$ cat src/hdl/pcfd_pkg.sv
// Shared types and constants for the padded command frame decoder.
package pcfd_pkg;

  localparam int unsigned FRAME_LEN = 17;
  localparam int unsigned POS_W     = $clog2(FRAME_LEN);
  localparam logic [7:0]  PAD_BYTE  = 8'hFF;

  localparam logic [POS_W-1:0] POS_CMD      = POS_W'(4);
  localparam logic [POS_W-1:0] POS_VAL_LO   = POS_W'(9);
  localparam logic [POS_W-1:0] POS_VAL_HI   = POS_W'(12);
  localparam logic [POS_W-1:0] POS_LAST     = POS_W'(FRAME_LEN - 1);

  localparam logic [7:0] CMD_STOP      = 8'h01;
  localparam logic [7:0] CMD_UPDATE    = 8'h02;
  localparam logic [7:0] CMD_DRIVE_REF = 8'h03;
  localparam logic [7:0] CMD_DRIVE_KP  = 8'h04;
  localparam logic [7:0] CMD_DRIVE_KI  = 8'h05;
  localparam logic [7:0] CMD_DRIVE_KD  = 8'h06;
  localparam logic [7:0] CMD_STEER_REF = 8'h07;
  localparam logic [7:0] CMD_STEER_KP  = 8'h08;
  localparam logic [7:0] CMD_STEER_KI  = 8'h09;
  localparam logic [7:0] CMD_STEER_KD  = 8'h0A;
  localparam logic [7:0] CMD_WHEEL_DIA = 8'h0B;
  localparam logic [7:0] CMD_ENC_PPR   = 8'h0C;

  localparam logic [3:0] WIDX_NONE      = 4'd0;
  localparam logic [3:0] WIDX_DRIVE_REF = 4'd1;
  localparam logic [3:0] WIDX_STEER_REF = 4'd2;
  localparam logic [3:0] WIDX_DRIVE_KP  = 4'd3;
  localparam logic [3:0] WIDX_DRIVE_KI  = 4'd4;
  localparam logic [3:0] WIDX_DRIVE_KD  = 4'd5;
  localparam logic [3:0] WIDX_STEER_KP  = 4'd6;
  localparam logic [3:0] WIDX_STEER_KI  = 4'd7;
  localparam logic [3:0] WIDX_STEER_KD  = 4'd8;
  localparam logic [3:0] WIDX_WHEEL_DIA = 4'd9;
  localparam logic [3:0] WIDX_ENC_PPR   = 4'd10;

  typedef enum logic [1:0] {
    ST_OK      = 2'd0,
    ST_PAD_ERR = 2'd1,
    ST_UNK_CMD = 2'd2
  } status_t;

  typedef struct packed {
    logic [7:0]  rx_byte;
    logic        vehicle_stopped;
    logic [31:0] heading_bits;
  } in_t;

  typedef struct packed {
    logic [1:0]  frame_status;
    logic [3:0]  written_index;
    logic [31:0] written_value;
    logic        update_request;
    logic [31:0] drive_ref_out;
    logic [31:0] steer_ref_out;
    logic        halted;
  } out_t;

  // assembled frame, valid on the last byte
  typedef struct packed {
    logic        last;
    logic        pad_ok;
    logic [7:0]  cmd;
    logic [31:0] value;
  } frame_t;

endpackage

$ cat src/hdl/padded_command_frame_decoder_top.sv
// Top level of the padded command frame decoder.
// A frame's result word is registered and is valid in the cycle after its 17th byte is taken.
// Throughput: one byte per cycle; one result word per 17 bytes.
// The byte path stalls only while a finished result word waits at the output.
// Bytes taken while halted are dropped and produce no word.
// Reset (rst_n low, synchronous) clears position, references and halt state.
module padded_command_frame_decoder_top
  import pcfd_pkg::*;
(
  input  logic clk,
  input  logic rst_n,
  input  logic in_valid,
  output logic in_ready,
  input  in_t  in_data,
  output logic out_valid,
  input  logic out_ready,
  output out_t out_data
);

  frame_t frame;
  logic   halted;
  logic   take;

  assign in_ready = !out_valid || out_ready;
  assign take     = in_valid && in_ready && !halted;

  pcfd_collect u_collect (
    .clk     (clk),
    .rst_n   (rst_n),
    .take    (take),
    .rx_byte (in_data.rx_byte),
    .frame   (frame)
  );

  pcfd_decode u_decode (
    .clk             (clk),
    .rst_n           (rst_n),
    .frame           (frame),
    .vehicle_stopped (in_data.vehicle_stopped),
    .heading_bits    (in_data.heading_bits),
    .out_ready       (out_ready),
    .out_valid       (out_valid),
    .out_data        (out_data),
    .halted          (halted)
  );

endmodule

$ cat src/hdl/pcfd_collect.sv
// Byte position tracking, padding check and command/value capture.
module pcfd_collect
  import pcfd_pkg::*;
(
  input  logic       clk,
  input  logic       rst_n,
  input  logic       take,
  input  logic [7:0] rx_byte,
  output frame_t     frame
);

  logic [POS_W-1:0] pos_r, pos_nxt;
  logic             pad_ok_r, pad_ok_nxt;
  logic [7:0]       cmd_r, cmd_nxt;
  logic [31:0]      val_r, val_nxt;
  logic             is_pad;
  logic             is_val;
  logic [1:0]       lane_off;
  logic             byte_pad_ok;

  assign is_val      = (pos_r >= POS_VAL_LO) && (pos_r <= POS_VAL_HI);
  assign is_pad      = !is_val && (pos_r != POS_CMD);
  assign lane_off    = 2'(pos_r - POS_VAL_LO);
  assign byte_pad_ok = !is_pad || (rx_byte == PAD_BYTE);

  always_comb begin
    pos_nxt    = pos_r;
    pad_ok_nxt = pad_ok_r;
    cmd_nxt    = cmd_r;
    val_nxt    = val_r;
    if (take) begin
      if (pos_r == POS_LAST) begin
        pos_nxt    = '0;
        pad_ok_nxt = 1'b1;
        cmd_nxt    = '0;
        val_nxt    = '0;
      end else begin
        pos_nxt    = pos_r + POS_W'(1);
        pad_ok_nxt = pad_ok_r && byte_pad_ok;
        if (pos_r == POS_CMD) begin
          cmd_nxt = rx_byte;
        end
        if (is_val) begin
          case (lane_off)
            2'd0:    val_nxt[7:0]   = rx_byte;
            2'd1:    val_nxt[15:8]  = rx_byte;
            2'd2:    val_nxt[23:16] = rx_byte;
            default: val_nxt[31:24] = rx_byte;
          endcase
        end
      end
    end
  end

  always_ff @(posedge clk) begin
    if (!rst_n) begin
      pos_r    <= '0;
      pad_ok_r <= 1'b1;
      cmd_r    <= '0;
      val_r    <= '0;
    end else begin
      pos_r    <= pos_nxt;
      pad_ok_r <= pad_ok_nxt;
      cmd_r    <= cmd_nxt;
      val_r    <= val_nxt;
    end
  end

  // last byte is always a pad position
  assign frame.last   = take && (pos_r == POS_LAST);
  assign frame.pad_ok = pad_ok_r && byte_pad_ok;
  assign frame.cmd    = cmd_r;
  assign frame.value  = val_r;

endmodule

$ cat src/hdl/pcfd_decode.sv
// Command decode, reference and halt state, and the result register.
module pcfd_decode
  import pcfd_pkg::*;
(
  input  logic        clk,
  input  logic        rst_n,
  input  frame_t      frame,
  input  logic        vehicle_stopped,
  input  logic [31:0] heading_bits,
  input  logic        out_ready,
  output logic        out_valid,
  output out_t        out_data,
  output logic        halted
);

  logic        halted_r, halted_nxt;
  logic [31:0] drive_r, drive_nxt;
  logic [31:0] steer_r, steer_nxt;
  logic        out_valid_r, out_valid_nxt;
  out_t        out_r, out_nxt;
  status_t     status;
  logic [3:0]  widx;
  logic [3:0]  slot_idx;
  logic        gated;
  logic        upd;
  logic        fire;

  assign fire = frame.last && !halted_r;

  always_comb begin
    status   = ST_OK;
    widx     = WIDX_NONE;
    slot_idx = WIDX_NONE;
    gated    = 1'b0;
    upd      = 1'b0;
    if (!frame.pad_ok) begin
      status = ST_PAD_ERR;
    end else begin
      unique case (frame.cmd)
        CMD_STOP:      upd = 1'b1;
        CMD_UPDATE:    upd = 1'b1;
        CMD_DRIVE_REF: widx = WIDX_DRIVE_REF;
        CMD_STEER_REF: widx = WIDX_STEER_REF;
        CMD_DRIVE_KP:  begin gated = 1'b1; slot_idx = WIDX_DRIVE_KP;  end
        CMD_DRIVE_KI:  begin gated = 1'b1; slot_idx = WIDX_DRIVE_KI;  end
        CMD_DRIVE_KD:  begin gated = 1'b1; slot_idx = WIDX_DRIVE_KD;  end
        CMD_STEER_KP:  begin gated = 1'b1; slot_idx = WIDX_STEER_KP;  end
        CMD_STEER_KI:  begin gated = 1'b1; slot_idx = WIDX_STEER_KI;  end
        CMD_STEER_KD:  begin gated = 1'b1; slot_idx = WIDX_STEER_KD;  end
        CMD_WHEEL_DIA: begin gated = 1'b1; slot_idx = WIDX_WHEEL_DIA; end
        CMD_ENC_PPR:   begin gated = 1'b1; slot_idx = WIDX_ENC_PPR;   end
        default:       status = ST_UNK_CMD;
      endcase
      if (gated && vehicle_stopped) begin
        widx = slot_idx;
      end
    end
  end

  always_comb begin
    halted_nxt    = halted_r;
    drive_nxt     = drive_r;
    steer_nxt     = steer_r;
    out_nxt       = out_r;
    out_valid_nxt = out_valid_r && !out_ready;
    if (fire) begin
      if (status != ST_OK || frame.cmd == CMD_STOP) begin
        drive_nxt = '0;
        steer_nxt = heading_bits;
      end else if (widx == WIDX_DRIVE_REF) begin
        drive_nxt = frame.value;
      end else if (widx == WIDX_STEER_REF) begin
        steer_nxt = frame.value;
      end
      halted_nxt             = (status != ST_OK);
      out_valid_nxt          = 1'b1;
      out_nxt.frame_status   = status;
      out_nxt.written_index  = (status != ST_OK) ? WIDX_NONE : widx;
      out_nxt.written_value  = (status != ST_OK || widx == WIDX_NONE) ? '0 : frame.value;
      out_nxt.update_request = upd || (status != ST_OK);
      out_nxt.drive_ref_out  = drive_nxt;
      out_nxt.steer_ref_out  = steer_nxt;
      out_nxt.halted         = halted_nxt;
    end
  end

  always_ff @(posedge clk) begin
    if (!rst_n) begin
      halted_r    <= 1'b0;
      drive_r     <= '0;
      steer_r     <= '0;
      out_valid_r <= 1'b0;
    end else begin
      halted_r    <= halted_nxt;
      drive_r     <= drive_nxt;
      steer_r     <= steer_nxt;
      out_valid_r <= out_valid_nxt;
    end
  end

  always_ff @(posedge clk) begin
    out_r <= out_nxt;
  end

  assign out_valid = out_valid_r;
  assign out_data  = out_r;
  assign halted    = halted_r;

  a_halt_sticky: assert property (@(posedge clk) disable iff (!rst_n)
    halted_r |=> halted_r)
    else $error("halt state cleared without reset");

  a_err_halts: assert property (@(posedge clk) disable iff (!rst_n)
    out_valid_r && out_r.frame_status != ST_OK |-> out_r.halted && out_r.update_request)
    else $error("error word without halt and update");

  a_err_no_write: assert property (@(posedge clk) disable iff (!rst_n)
    out_valid_r && out_r.frame_status != ST_OK |-> out_r.written_index == WIDX_NONE)
    else $error("error word reports a write");

  a_no_write_zero: assert property (@(posedge clk) disable iff (!rst_n)
    out_valid_r && out_r.written_index == WIDX_NONE |-> out_r.written_value == '0)
    else $error("value reported without a write");

  a_refs_match: assert property (@(posedge clk) disable iff (!rst_n)
    $rose(out_valid_r) |-> out_r.drive_ref_out == drive_r && out_r.steer_ref_out == steer_r)
    else $error("result word references differ from held references");

endmodule
$ cat config.mk
export PLATFORM = sky130hd
export DESIGN_NAME = padded_command_frame_decoder_top
export DESIGN_NICKNAME = d
export VERILOG_FILES = /design/src/hdl/pcfd_pkg.sv /design/src/hdl/padded_command_frame_decoder_top.sv /design/src/hdl/pcfd_collect.sv /design/src/hdl/pcfd_decode.sv
export SDC_FILE = /design/constraint.sdc
export NUM_CORES = 1
export LEC_CHECK = 0
export ABC_AREA = 1
export ABC_CLOCK_PERIOD_IN_PS = 15650
export BUFFER_PORTS_ARGS = -buffer_cell sky130_fd_sc_hd__buf_4
export CORE_MARGIN = 5
export CORE_UTILIZATION = 60
export CTS_BUF_LIST = sky130_fd_sc_hd__clkbuf_8
export DETAILED_ROUTE_END_ITERATION = 7
export GPL_TIMING_DRIVEN = 0
export PLACE_DENSITY = 0.85
export SETUP_SLACK_MARGIN = 0.3
export SLEW_MARGIN = 20
export SYNTH_ARGS = -nofsm -noshare
export SYNTH_HDL_FRONTEND = slang
export SYNTH_SLANG_ARGS = --single-unit
$ cat constraint.sdc
create_clock -name clk -period 15.65 [get_ports clk]
set_input_delay 0.7825 -clock clk [delete_from_list [all_inputs] [get_ports clk]]
set_output_delay 0.7825 -clock clk [all_outputs]
set_load 0.01 [all_outputs]
### After elaboration in Yosys (flattened, before gate mapping)

Index checks and enable logic that the tools add are counted.

* add/sub/neg operators: 2
* $lt $le $gt $ge: 2
* eq/ne operators: 21
* mux-type cells: 26
* reductions and logical operators: 36

Operator list (count)
* $mux 32: 7
* $mux 8: 6
* $eq 8x4->1 const B: 5
* $eq 8x3->1 const B: 4
* $pmux 4 s8: 1
* $eq 8x2->1 const B: 2
* $reduce_and 3->1: 4
* $reduce_bool 2->1: 6
* $reduce_or 12->1: 1
* $logic_and 1x1->1: 9
* $eq 8x1->1 const B: 1
* $eq 8x8->1 const B: 1
* $mux 4: 2
* $reduce_or 8->1: 1
* $mux 1: 6
* $add 5x1->5 const B: 1
* $eq 5x3->1 const B: 1
* $eq 5x5->1 const B: 1
* $ge 5x4->1 const B: 1
* $le 5x4->1 const B: 1
* $logic_not 1->1: 5
* $logic_or 1x1->1: 5
* $mux 5: 1
* $ne 5x3->1 const B: 1
* other kinds (13): 14

* register bits: 216
* input port bits: 45
* output and inout bits: 106
* word-level logic and storage cells: 105

### Longest topological paths before layout

Gate-level depths: netlist of the first run.

* word-level depth: 15
* gate-level depth with buffers: 16
* depth with buffers taken out: 15

### Hierarchy

From an unflattened synthesis of the first run, not the netlist that was laid out.

* cell total of the unflattened synthesis: 1181
* area total of the unflattened synthesis: 9724.3 um^2

Modules (own cells, without submodules)
* pcfd_decode: instances 1, cells each 889, area an instance 7554.7 um^2, seq. area each 4444.3 um^2
* pcfd_collect: instances 1, cells each 286, area an instance 2144.6 um^2, seq. area each 920.9 um^2
* padded_command_frame_decoder_top: instances 1, cells each 6, area an instance 25.0 um^2, seq. area each 0.0 um^2

### Worst setup path before layout of the first run

Ideal clock, no wire load.

* path type: input -> register
* start: in out_ready
* end: reg u_decode.drive_r[23]
* setup time: 0.059 ns
* arrival time: 5.018 ns
* required time: 15.591 ns
* slack: 10.573 ns
* stages: 9
* buffers on the path: 1
* path through: nor2_1 > inv_1 > nand3_2 > nor2_2 > inv_1 > nor2_4 > buf_2 > nand4_1 > nand2_1

* cells in the longest elaborated chain, start to end: 5

RTL lines
* start: declaration: RTL line padded_command_frame_decoder_top.sv:16 `input logic out_ready,`
* $logic_or 1x1->1: RTL line padded_command_frame_decoder_top.sv:24 `assign in_ready = !out_valid || out_ready;`
* named net in_ready: RTL line padded_command_frame_decoder_top.sv:13 `output logic in_ready,`
* $logic_and 1x1->1 (2 in series): RTL line padded_command_frame_decoder_top.sv:25 `assign take = in_valid && in_ready && !halted;`
* $logic_and 1x1->1: RTL line pcfd_collect.sv:70 `assign frame.last = take && (pos_r == POS_LAST);`
* $logic_and 1x1->1: RTL line pcfd_decode.sv:28 `assign fire = frame.last && !halted_r;`
* named net u_decode.fire: RTL line pcfd_decode.sv:26 `logic fire;`
* end signal: assignment: RTL line pcfd_decode.sv:95 `drive_r <= drive_nxt;`
* end: declaration: RTL line pcfd_decode.sv:17 `logic [31:0] drive_r, drive_nxt;`

The timed path passes the listed nets, and every way through them passes these cells.
A chain may end at the register's enable or synchronous reset.

### Worst setup path after layout of the first run

* start: reg u_collect.pos_r[0]
* end: reg u_decode.steer_r[3]

* elaborated cells on any way between the ends: 21
* classes of those cells: 2 x order compare; 4 x eq/ne; 5 x mux; 10 x reduce/logical

RTL lines
* start: declaration: RTL line pcfd_collect.sv:12 `logic [POS_W-1:0] pos_r, pos_nxt;`
* start signal: assignment: RTL line pcfd_collect.sv:62 `pos_r <= pos_nxt;`
* $eq 5x5->1: RTL line pcfd_collect.sv:70
* $logic_and 1x1->1: RTL line pcfd_collect.sv:70
* $logic_and 1x1->1: RTL line pcfd_decode.sv:28
* named net u_decode.fire: RTL line pcfd_decode.sv:26
* end signal: assignment: RTL line pcfd_decode.sv:96 `steer_r <= steer_nxt;`
* end: declaration: RTL line pcfd_decode.sv:18 `logic [31:0] steer_r, steer_nxt;`

The timed path passes the listed nets, and every way through them passes these cells.

==> impl_metrics.json, run 1 <==
{
  "crit_arrival_ns": 3.49,
  "max-cap-violations": 0,
  "worstMarginPinSlew_ns": 0.588,
  "power_mw": 1.07,
  "min_from": "u_decode.drive_r[0]$_SDFFE_PN0P_",
  "async_flop_share_pct": 0,
  "syn_to_final_growth_pct": 22.7,
  "dr_total_vias": 8045,
  "r2r_start": "u_collect.pos_r[0]$_SDFFE_PN0P_",
  "antenna_found_initial": 0,
  "hold_buffers": 0,
  "crit_path_max_fanout": 21,
  "reg2reg_to": "u_decode.steer_r[3]$_SDFFE_PN0P_",
  "wirelength_mm": 24.7,
  "endpoint_kind": "flop",
  "clockRootBuffer": "clkbuf_8",
  "seq_area_frac_synth_pct": 56.8,
  "drt_iter0_markers": 821,
  "start_util_pct": 61.7,
  "routedWlPerCell_um": 16.7,
  "clk_path_buf_depth": 3,
  "yosysWarningCount": 0,
  "dieArea_mm2": 0.0184,
  "crit_end": "u_decode.steer_r[3]$_SDFFE_PN0P_",
  "drc": 0,
  "status": "finished, final reports clean",
  "most-common-layout-cells": "nand2_1, buf_4, inv_1",
  "p_leak_nw": 5.44,
  "min_period_ns": 3.09,
  "worst_r2r_path_depth": 13,
  "numCtsBuffers": 35,
  "rsz0062_at_grt": "no",
  "grt_util_all_layers_pct": 26.5,
  "synth_cells": 1053,
  "routabilityCongestion": 0.922,
  "die-width_um": 135,
  "grt_max_degree": 27,
  "path_clk_slew_ns": 0.06,
  "maxSlewViolCount": 0,
  "syn-num-nets": 1103,
  "ir_worst_vdd_mv": 0.0668,
  "r2r_slack_ns": 12.56,
  "clock-skew-final_ns": 0.0143,
  "hpwl_mm": 18.0,
  "syn_area_mm2": 0.00945,
  "numPortBuffers": 149,
  "grt_overflow": 0,
  "hp-class": "reg -> reg",
  "syn-mean-instance-area_um2": 8.97,
  "post-route-period-util_pct": 19.7,
  "routed_via_density": 5.44,
  "cts_tree": "yes",
  "rows": 45,
  "diodes": 0,
  "layout_commonest_cell": "nand2_1",
  "setup_tns_ns": 0,
  "fmax_mhz": 324,
  "multi_input_area_mm2": 0.00333,
  "clkSinkCount": 216,
  "relSlewSlack_pct": 60.8,
  "ys_ff_latch": 216,
  "ant_nets": 0,
  "drive_gt1_share_pct": 22.5,
  "power-per-cell-area_mw_per_mm2": 92.4,
  "crit_required_ns": 16.05,
  "final-seq-area_mm2": 0.00537,
  "synth_edf_count": 104,
  "core-area_mm2": 0.0153,
  "grt_pass1_vias": 7654,
  "ys.flop_type": "dfxtp_1",
  "io_pins": 151,
  "post_cts_buffers": 0,
  "critPathKind": "reg -> reg",
  "ys_types": 37,
  "dieHeight_um": 135,
  "setup_viol": 0,
  "nets": 1294,
  "first_pass_iters": 5,
  "post_cts_resized": 0,
  "insertion_delay_ns": 0.52,
  "crit_start": "u_collect.pos_r[0]$_SDFFE_PN0P_",
  "hold_viol": 0,
  "fillers": 1089,
  "crit_path_start_kind": "flop",
  "htree_levels": 2,
  "grt_pass1_wl_mm": 38.3
}
-- state kept, by name, summed over array words and instances, names as in the netlist --
register,flops
u_decode.steer_r,32
u_collect.cmd_r,8
u_collect.pos_r,5
u_decode.drive_r,32
u_decode.out_data,104
u_collect.val_r,32
u_decode.out_valid,1
u_collect.pad_ok_r,1
u_decode.halted,1
-- per-layer routing --
layer  global-route usage [%]  up-vias  routed length (um)
met4                     10.1        0                 823
met5                        0        -                   0
met1                     35.3     3646               10200
met2                     42.4      433               11300
met3                     6.13       68                2380
li1                         -     3898                   -
-- final cells by class --
| type | count | share of cell area [%] |
|---|---|---|
| Clock buffer | 36 | 4.28 |
| Multi-Input combinational cell | 653 | 28.7 |
| Tap cell | 211 | 2.28 |
| Clock inverter | 26 | 1.14 |
| Buffer | 56 | 2.39 |
| Inverter | 128 | 4.15 |
| Sequential cell | 216 | 46.3 |
| Timing Repair Buffer | 154 | 10.7 |
-- kinds of logic (layout without fill, tap and decap cells) --
family                   count (synthesis)  count (layout)  share of synthesized area [%]
AO/OA/AOI/OAI                          158             158                           8.66
adder cells (fa/ha/maj)                  5               5                          0.662
flip-flops                             216             216                           56.8
XOR/XNOR                                 1               1                         0.0927
buffers and inverters                  184             400                           8.01
AND/OR/NAND/NOR                        489             489                           25.8
-- synthesized netlist by cell type, drive strengths merged, types with 32 or more instances --
master  count  area (um2)
a21oi      79         399
edfxtp    104        3120
or2        32         200
o21ai      73         369
nand2     244         953
nor2       32         169
and2       33         206
inv       126         473
dfxtp     112        2240
buf        41         220
nand4      66         428
and3       32         200
nand3      45         250
-- power breakdown --
part	total (mW)	switching (mW)	internal [mW]
clock	0.445	0.215	0.230
sequential	0.590	0.00114	0.589
combinational	0.0353	0.0200	0.0153
-- worst max-delay path: stages (launching register included) --
cell      delay, ns
dfxtp_1        0.37
inv_1          0.14
ha_1           0.20
inv_1          0.08
nor2_1         0.18
nand3_2        0.27
nor2_4         0.48
buf_8          0.23
buf_16         0.17
nor2_1         0.09
buf_2          0.22
clkbuf_1       0.30
nand2_1        0.15
nand2_1        0.07
-- per-stage QoR --
step                      area [um2]  util (%)  worst slack (ns)  instances  hold WS, ns
after floorplan                 9450         -             10.57       1053        0.426
after global placement         10800      70.7              8.88       1413        0.436
after detailed placement       11000      71.6             12.60       1418        0.440
after CTS                      11600      75.7             12.60       1480        0.452
after global routing           11600      75.7             12.37       1480        0.461
final                          11600      75.7             12.56       1480        0.450
-- worst min-delay path by stage --
| stage | end | slack, ns | cells past startpoint |
|---|---|---|---|
| floorplan | u_decode.steer_r[0]$_SDFFE_PN0P_ | 0.43 | 2 |
| global placement | u_decode.drive_r[16]$_SDFFE_PN0P_ | 0.44 | 2 |
| detailed placement | u_decode.drive_r[19]$_SDFFE_PN0P_ | 0.44 | 2 |
| CTS | u_decode.drive_r[26]$_SDFFE_PN0P_ | 0.45 | 2 |
| global route | u_decode.drive_r[19]$_SDFFE_PN0P_ | 0.46 | 2 |
| finish | u_decode.drive_r[0]$_SDFFE_PN0P_ | 0.45 | 2 |
Power figures use the tool's default switching activity.
==> inputs of run 2 (changes only) <==
--- a/config.mk
+++ b/config.mk
@@ -5,15 +5,15 @@
 export SDC_FILE = /design/constraint.sdc
 export NUM_CORES = 1
 export LEC_CHECK = 0
-export ABC_AREA = 1
-export ABC_CLOCK_PERIOD_IN_PS = 15650
+export ABC_AREA = 0
+export ABC_CLOCK_PERIOD_IN_PS = 2740
 export BUFFER_PORTS_ARGS = -buffer_cell sky130_fd_sc_hd__buf_4
 export CORE_MARGIN = 5
-export CORE_UTILIZATION = 60
+export CORE_UTILIZATION = 53
 export CTS_BUF_LIST = sky130_fd_sc_hd__clkbuf_8
 export DETAILED_ROUTE_END_ITERATION = 7
 export GPL_TIMING_DRIVEN = 0
-export PLACE_DENSITY = 0.85
+export PLACE_DENSITY = 0.79
 export SETUP_SLACK_MARGIN = 0.3
 export SLEW_MARGIN = 20
 export SYNTH_ARGS = -nofsm -noshare
==> constraint.sdc (replaced) <==
create_clock -name clk -period 2.74 [get_ports clk]
set_input_delay 0.137 -clock clk [delete_from_list [all_inputs] [get_ports clk]]
set_output_delay 0.137 -clock clk [all_outputs]
set_load 0.01 [all_outputs]
==> impl_metrics.json, run 2 <==
{
  "net-switching-power_mw": 1.45,
  "max-cap-violations": 0,
  "seq_area_frac_synth_pct": 56.5,
  "final-seq-area_mm2": 0.00537,
  "cp_slowest_stage_delay_ns": 0.47,
  "crit_path_max_fanout": 10,
  "fmax_mhz": 420,
  "combPwrFrac_pct": 4.4,
  "pre_cts_slack_ns": -0.557,
  "drc": 0,
  "grt_max_degree": 58,
  "yosys.area.top_type": "edfxtp_1",
  "diodes": 0,
  "cts_tree": "yes",
  "dr_total_vias": 8455,
  "whs_ns": 0.0276,
  "path_clk_slew_ns": 0.06,
  "dieArea_mm2": 0.0207,
  "power.share.switching_pct": 23.0,
  "nets": 1192,
  "grt_pass1_vias": 7894,
  "setup_tns_ns": 0,
  "crit_family": "compound AO/OA/AOI/OAI gates",
  "die-width_um": 144,
  "synth-xor-area-share_pct": 0.461,
  "power-per-cell-area_mw_per_mm2": 504,
  "clk_path_buf_depth": 3,
  "yosys.area.top_type_share_pct": 32.9,
  "numPortBuffers": 150,
  "slowest_stage": "o41a_4",
  "p_leak_nw": 4.13,
  "dieHeight_um": 144,
  "synth_compound_area_share_pct": 24.3,
  "crit_path_start_kind": "flop",
  "synth_cells": 904,
  "post-route-period-util_pct": 86.9,
  "syn_to_final_growth_pct": 31.2,
  "synthMuxAreaShare_pct": 0.211,
  "maxSlewViolCount": 0,
  "rows": 49,
  "io_pins": 151,
  "hp-class": "in -> reg",
  "endpoint_kind": "flop",
  "first_pass_iters": 8,
  "wirelength_mm": 27.9,
  "numCtsBuffers": 36,
  "p_int_mw": 4.83,
  "ys_types": 58,
  "ys.flop_type": "dfxtp_1",
  "insertion_delay_ns": 0.54,
  "power_mw": 6.28,
  "clock-skew-final_ns": 0.0206,
  "syn-num-nets": 954,
  "core-area_mm2": 0.0178,
  "antenna_found_initial": 0,
  "hold_viol": 0,
  "synth_edf_count": 104,
  "clkSinkCount": 216,
  "fin_util_pct": 70.1,
  "htree_levels": 2,
  "grt_pass1_wl_mm": 42.5,
  "synth_area_leaders": "edfxtp_1, dfxtp_1, a211oi_1, nand2_1, o21ai_0",
  "synth.top_cells.by_count": "nand2_1, dfxtp_1, edfxtp_1",
  "worstPathCellList": "inv_2 > ha_4 > nor2b_4 > o41a_4 > a21oi_4 > inv_2 > nor2_4 > buf_4 > a2bb2oi_1",
  "relSlewSlack_pct": 56.2,
  "synth-simple-area-share_pct": 13.9,
  "grt_util_all_layers_pct": 26.0,
  "clockRootBuffer": "clkbuf_8",
  "fillers": 1312,
  "hpwl_mm": 18.2,
  "drive_gt1_share_pct": 26.9,
  "multi_input_area_mm2": 0.00404,
  "yosysWarningCount": 0,
  "yosysMostFrequentCell": "nand2_1",
  "crit_required_ns": 3.10,
  "synthAdderAreaFrac_pct": 0.659,
  "routed_via_density": 6.05,
  "cpMostUsedCell": "inv_2",
  "critPathKind": "reg -> reg",
  "min_period_ns": 2.38,
  "largest_reg_flops": 104,
  "drt_iter0_markers": 1013,
  "ir_worst_vdd_mv": 0.320,
  "layout_commonest_cell": "buf_4",
  "seqPwrFrac_pct": 53.8,
  "synth_top_family_by_area": "compound AO/OA/AOI/OAI gates",
  "rsz0062_at_grt": "yes",
  "start_util_pct": 53.4,
  "crit_arrival_ns": 2.74,
  "setup_slack_ns": 0.358,
  "syn-mean-instance-area_um2": 10.5,
  "grt_overflow": 0,
  "crit_buf_inv": 3,
  "clockPowerShare_pct": 41.8,
  "async_flop_share_pct": 0,
  "routabilityCongestion": 0.909,
  "ys_ff_latch": 216,
  "status": "finished, final reports clean",
  "most-common-layout-cells": "buf_4, nand2_1, dfxtp_1",
  "ant_nets": 0,
  "worstMarginPinSlew_ns": 0.654,
  "syn_area_mm2": 0.00950,
  "setup_viol": 0,
  "routedWlPerCell_um": 20.0
}
## run 2: cell types whose count changed after synthesis, sizes merged, moves of 32 or more
cell / change
inv: -118
nand2: -109
a211oi: +96
nand4: -61
a21oi: -42
a21boi: +33
a22o: +32
a2bb2oi: +32
## run 2: power groups by stage
stage	sequential [mW]	combinational [mW]	clock, mW
floorplan	3.44	0.102	0
global placement	3.44	0.207	0
detailed placement	3.44	0.209	0
CTS	3.37	0.266	2.65
global route	3.37	0.296	2.81
finish	3.38	0.278	2.63
## run 2: cells by family after synthesis
| family | Yosys count |
|---|---|
| compound gates | 325 |
| xor+xnor | 5 |
| fa+ha+maj | 5 |
| buf+inv | 84 |
| flops | 216 |
| mux | 2 |
| simple gates | 267 |
## run 2: path summary, 6_finish.rpt
kind                               startpoint                               end  slack [ns]  cells after the start
max reg2reg   u_collect.pos_r[0]$_SDFFE_PN0P_   u_decode.out_data[11]$_DFFE_PP_        0.36                      9
max           u_collect.pos_r[0]$_SDFFE_PN0P_   u_decode.out_data[11]$_DFFE_PP_        0.36                      9
min reg2reg  u_decode.drive_r[3]$_SDFFE_PN0P_  u_decode.drive_r[3]$_SDFFE_PN0P_        0.48                      1
min                                     rst_n   u_collect.pos_r[0]$_SDFFE_PN0P_        0.03                      3
## run 2: metal layers
| metal | track usage, % | vias to the layer above | share of wire [%] | wire (um) |
|---|---|---|---|---|
| met2 | 42.3 | 432 | 49 | 13700 |
| met5 | 0 | - | 0 | 0 |
| met4 | 9.61 | 0 | 3.4 | 945 |
| met3 | 4.73 | 74 | 8.4 | 2340 |
| met1 | 35.0 | 4093 | 39 | 11000 |
| li1 | - | 3856 | - | - |
## run 2: cell type report
cell class / count / share of cell area (%)
Inverter: 8 / 0.241
Multi-Input combinational cell: 604 / 32.4
Buffer: 76 / 3.64
Tap cell: 229 / 2.30
Clock inverter: 26 / 0.964
Sequential cell: 216 / 43.1
Clock buffer: 39 / 4.31
Timing Repair Buffer: 200 / 13.1
## run 2: metrics by stage
| stage | cells | instance area [um2] |
|---|---|---|
| after floorplan | 904 | 9510 |
| after global placement | 1283 | 10900 |
| after detailed placement | 1283 | 10900 |
| after CTS | 1396 | 12300 |
| after global routing | 1398 | 12500 |
| final | 1398 | 12500 |
## run 2: worst reg2reg max path: stages, from the launching register on
cell	delay, ns
dfxtp_2	0.38
inv_2	0.11
ha_4	0.20
nor2b_4	0.07
o41a_4	0.47
a21oi_4	0.21
inv_2	0.14
nor2_4	0.20
buf_4	0.21
a2bb2oi_1	0.23
## run 2: timing repair
action	4_1_cts	5_1_grt
pin swaps	3	1
gates resized for setup	67	42
hold endpoints to repair	92	0
buffers inserted	6	1
hold buffers	41	0
setup endpoints to repair	288	188
gates cloned	1	1
